===== src/mvwna_cross.sv =====
`timescale 1ns / 1ps

// Sequential cross product (p1 - p0) x (p2 - p0), two multipliers.
module mvwna_cross #(
    parameter int CB = 16
) (
    input  logic                    i_clk,
    input  logic                    i_rst_n,
    input  logic                    i_start,
    input  logic [3*CB-1:0]         i_p0,
    input  logic [3*CB-1:0]         i_p1,
    input  logic [3*CB-1:0]         i_p2,
    output logic                    o_done,
    output logic signed [2*CB+2:0]  o_nx,
    output logic signed [2*CB+2:0]  o_ny,
    output logic signed [2*CB+2:0]  o_nz
);
    localparam int DW = CB + 1;
    localparam int MW = 2 * DW;
    localparam int NW = MW + 1;

    function automatic logic signed [DW-1:0] f_diff(input logic [CB-1:0] a,
                                                    input logic [CB-1:0] b);
        return $signed({a[CB-1], a}) - $signed({b[CB-1], b});
    endfunction

    logic signed [DW-1:0] ax, ay, az, bx, by, bz;
    logic signed [DW-1:0] m0a, m0b, m1a, m1b;
    logic signed [MW-1:0] r_m0, r_m1;
    logic signed [NW-1:0] diff;
    logic [1:0]           r_step;
    logic                 r_run;
    logic                 r_done;

    assign ax = f_diff(i_p1[CB-1:0],      i_p0[CB-1:0]);
    assign ay = f_diff(i_p1[2*CB-1:CB],   i_p0[2*CB-1:CB]);
    assign az = f_diff(i_p1[3*CB-1:2*CB], i_p0[3*CB-1:2*CB]);
    assign bx = f_diff(i_p2[CB-1:0],      i_p0[CB-1:0]);
    assign by = f_diff(i_p2[2*CB-1:CB],   i_p0[2*CB-1:CB]);
    assign bz = f_diff(i_p2[3*CB-1:2*CB], i_p0[3*CB-1:2*CB]);

    always_comb begin
        unique case (r_step)
            2'd0: begin m0a = ay; m0b = bz; m1a = az; m1b = by; end
            2'd1: begin m0a = az; m0b = bx; m1a = ax; m1b = bz; end
            default: begin m0a = ax; m0b = by; m1a = ay; m1b = bx; end
        endcase
    end

    assign diff = NW'(r_m0) - NW'(r_m1);

    always_ff @(posedge i_clk) begin
        if (!i_rst_n) begin
            r_run  <= 1'b0;
            r_step <= 2'd0;
            r_done <= 1'b0;
        end else begin
            r_done <= 1'b0;
            if (i_start) begin
                r_run  <= 1'b1;
                r_step <= 2'd0;
            end else if (r_run) begin
                r_step <= r_step + 2'd1;
                if (r_step == 2'd3) begin
                    r_run  <= 1'b0;
                    r_done <= 1'b1;
                end
            end
        end
    end

    always_ff @(posedge i_clk) begin
        r_m0 <= m0a * m0b;
        r_m1 <= m1a * m1b;
        if (r_run) begin
            unique case (r_step)
                2'd1: o_nx <= diff;
                2'd2: o_ny <= diff;
                2'd3: o_nz <= diff;
                default: ;
            endcase
        end
    end

    assign o_done = r_done;

endmodule


===== config.mk =====
export PLATFORM = sky130hd
export DESIGN_NAME = mvwna_cross
export DESIGN_NICKNAME = d
export VERILOG_FILES = /design/src/mvwna_cross.sv
export SDC_FILE = /design/constraint.sdc
export NUM_CORES = 2
export LEC_CHECK = 0
export BUFFER_PORTS_ARGS = -buffer_cell sky130_fd_sc_hd__buf_4
export CAP_MARGIN = 15
export CORE_ASPECT_RATIO = 0.7
export CORE_MARGIN = 4
export CORE_UTILIZATION = 55
export CTS_CLUSTER_SIZE = 40
export DETAILED_ROUTE_END_ITERATION = 8
export GPL_ROUTABILITY_DRIVEN = 0
export PLACE_DENSITY_LB_ADDON = 0.2
export SLEW_MARGIN = 30
export SYNTH_ARGS = -nofsm -noshare
export SYNTH_HDL_FRONTEND = slang
export SYNTH_SLANG_ARGS = --single-unit

===== constraint.sdc =====
create_clock -name i_clk -period 12.86 [get_ports i_clk]
set_input_delay 1.929 -clock i_clk [delete_from_list [all_inputs] [get_ports i_clk]]
set_output_delay 1.929 -clock i_clk [all_outputs]
set_load 0.01 [all_outputs]

==> impl_metrics.yaml <==
logic_synthesis:
  netlist_area_mm2: 0.0333
  synthCells: 3639
  ys_ff_latch: 177
  yosysWarnings: 0
  yosysSeqAreaShare_pct: 13.8
  syn_avg_cell_area_um2: 9.16
  synth_edf_count: 105
  ys_async_sr_fraction_pct: 0
  synth_nets: 4689
  synth.distinct_cells: 77
  synth_top_area_share_pct: 36.0
  synth_flop_cell: "edfxtp_1"
  yosys.area.top_type: "fa_1"
  ys_top_cells_by_area: "fa_1 (36%), ha_1 (11%), edfxtp_1 (9.5%), inv_1 (8.3%), dfxtp_1 (4.3%)"
cts:
  clk_pin_slew_ns: 0.09
  numCtsBuffers: 17
  htree_levels: 4
  cts_resized: 0
  cts-root-buf: "clkbuf_16"
  cts_tree: "yes"
  clkLatencyLatePin_ns: 0.45
  clockBufferDepth: 2
  cts_setup_buffers: 0
  postCtsHoldBufs: 0
  cts.sinks: 177
setup_path:
  crit_path_end_kind: "flip-flop"
  critPathMaxStageDelay_ns: 0.77
  cp-start-kind: "input port"
  worst_ep_required_time_ns: 13.20
  path_class: "in2reg"
  critPathArrivalTime_ns: 11.72
  crit_fanout: 10
  reg2reg_depth: 27
  critPathSlowestCell: "nor3_1"
detailed_routing:
  first_pass_iters: 6
  wl_per_cell_um: 19.6
  drt_iter0_drc: 2531
  vias: 26359
  ant_nets: 0
  detail_route.vias_per_cell: 5.63
  drt-total-wl_um: 91900
  post-route-drc-count: 0
worst_hold_path:
  whs_path_depth: 2
  hold_class: "reg2reg"
sta:
  period_needed_ns: 11.38
  rsz0062_at_grt: "no"
  fmax_ghz: 0.0878
  finalSetupTns_ns: 0
  finalMaxSlewViolations: 0
  maxSlewHeadroom_pct: 32.9
  worst_pin_slew_ns: 0.998
  finalCritPeriodShare_pct: 88.5
  hold_viol: 0
  finClkSkew_ns: 0.0172
  setup_viol: 0
job:
  maxCapViolCount: 0
finish:
  final_cell_mix: "inv_1 (734), fa_1 (600), nor2_1 (363)"
  final_common_cell: "inv_1"
  drive_above_1_share_pct: 9.80
  area_growth_pct: 10.8
  final-seq-area_mm2: 0.00459
  antenna_cells: 0
  post-route-cell-area_mm2: 0.0369
  layout.nets: 4914
  fillers: 5217
  multi_input_area_mm2: 0.0256
grt:
  grt_max_degree: 65
  grt_pass1_vias: 27235
  grtUsageTotal_pct: 29.7
  antenna_found_initial: 0
  grt-ovfl-total: 0
  grt_pass1_wl_um: 150000
outcome:
  status: "finished, final reports clean"
placed_design:
  dpl_cell_area_mm2: 0.0363
  dp_hpwl_um: 78600
  io_buffer_count: 252
die:
  die_w_um: 302
  dieArea_mm2: 0.0647
  initial_core_util_pct: 55.6
  ioPinCount: 253
  die_h_um: 214
  fp.coreArea_mm2: 0.0600
  placementRows: 75
## layer usage
| metal | vias up | track usage (%) | routed length (µm) | part of all wire (%) |
|---|---|---|---|---|
| li1 | 12021 | - | - | - |
| met1 | 12919 | 42.9 | 39200 | 43 |
| met2 | 1254 | 43.3 | 38300 | 42 |
| met3 | 165 | 9.29 | 11300 | 12 |
| met4 | 0 | 8.43 | 3060 | 3.3 |
| met5 | - | 0 | 0 | 0 |
## path summary, 6_finish.rpt
kind | from | to | slack [ns]
max | i_p0[4] | r_m1[33] | 1.48
min | r_step[0] | r_step[0] | 0.57
max reg2reg | r_step[1] | r_m1[33] | 3.50
min reg2reg | r_step[0] | r_step[0] | 0.57
## stage by stage
step                setup slack [ns]  instances  utilization (%)  hold WS (ns)
global placement                1.49       4650             60.5         0.553
finish                          1.48       4685             61.6         0.573
floorplan                       3.00       3639                -         0.500
global route                   0.866       4685             61.6         0.609
CTS                             1.90       4682             61.5         0.571
detailed placement              1.46       4650             60.5         0.559
## worst max-delay path: cells and delay by family
kind                     cells  cell delay [ns]
AO/OA/AOI/OAI               14             4.30
XOR/XNOR                     1             0.30
multiplexers                 1             0.12
buffers and inverters        7             0.40
AND/OR/NAND/NOR              2             0.93
adder cells (fa/ha/maj)      8             3.74
## logic make-up after synthesis
group	after synthesis	synth area share, %
buffers and inverters	834	9.44
adders and majority gates	903	47.4
AOI/OAI and AO/OA	555	11.7
muxes	6	0.180
and+or+nand+nor	996	13.1
xor gates and xnor gates	168	4.41
DFF	177	13.8
## layout make-up
cell class	count	area share (%)
Timing Repair Buffer	306	6.22
Multi-Input combinational cell	2628	69.4
Inverter	734	7.46
Clock buffer	17	1.15
Tap cell	808	2.74
Sequential cell	177	12.4
Clock inverter	15	0.569
## sequential cells by signal, indices dropped and copies added, names as in the netlist
register / count
o_done: 1
o_nx: 35
o_ny: 35
o_nz: 35
r_m0: 34
r_m1: 34
r_run: 1
r_step: 2
## synthesized netlist by cell type (6+ instances only)
library cell	count
o21ai_0	85
nand3_1	37
a31oi_1	19
mux2i_1	6
a21boi_0	6
a221oi_1	31
dfxtp_1	72
ha_1	303
o31ai_1	6
xor2_1	42
clkbuf_1	91
nor3_1	29
o21bai_1	16
a221o_1	32
or2_2	13
nor2_1	364
nor2b_1	28
edfxtp_1	105
a22oi_1	10
and2_1	70
a22o_1	10
xnor2_1	126
or3_1	14
and4_1	6
o22ai_1	7
a21oi_1	135
inv_1	734
a21o_1	56
a211oi_1	16
o21a_1	42
nand2_1	361
fa_1	600
and3_1	15
o211ai_1	17
nand2b_1	40
Power is left out: the tool's default activity adds up to more than one toggle a clock period on the data nets, which glitch-free logic cannot reach.
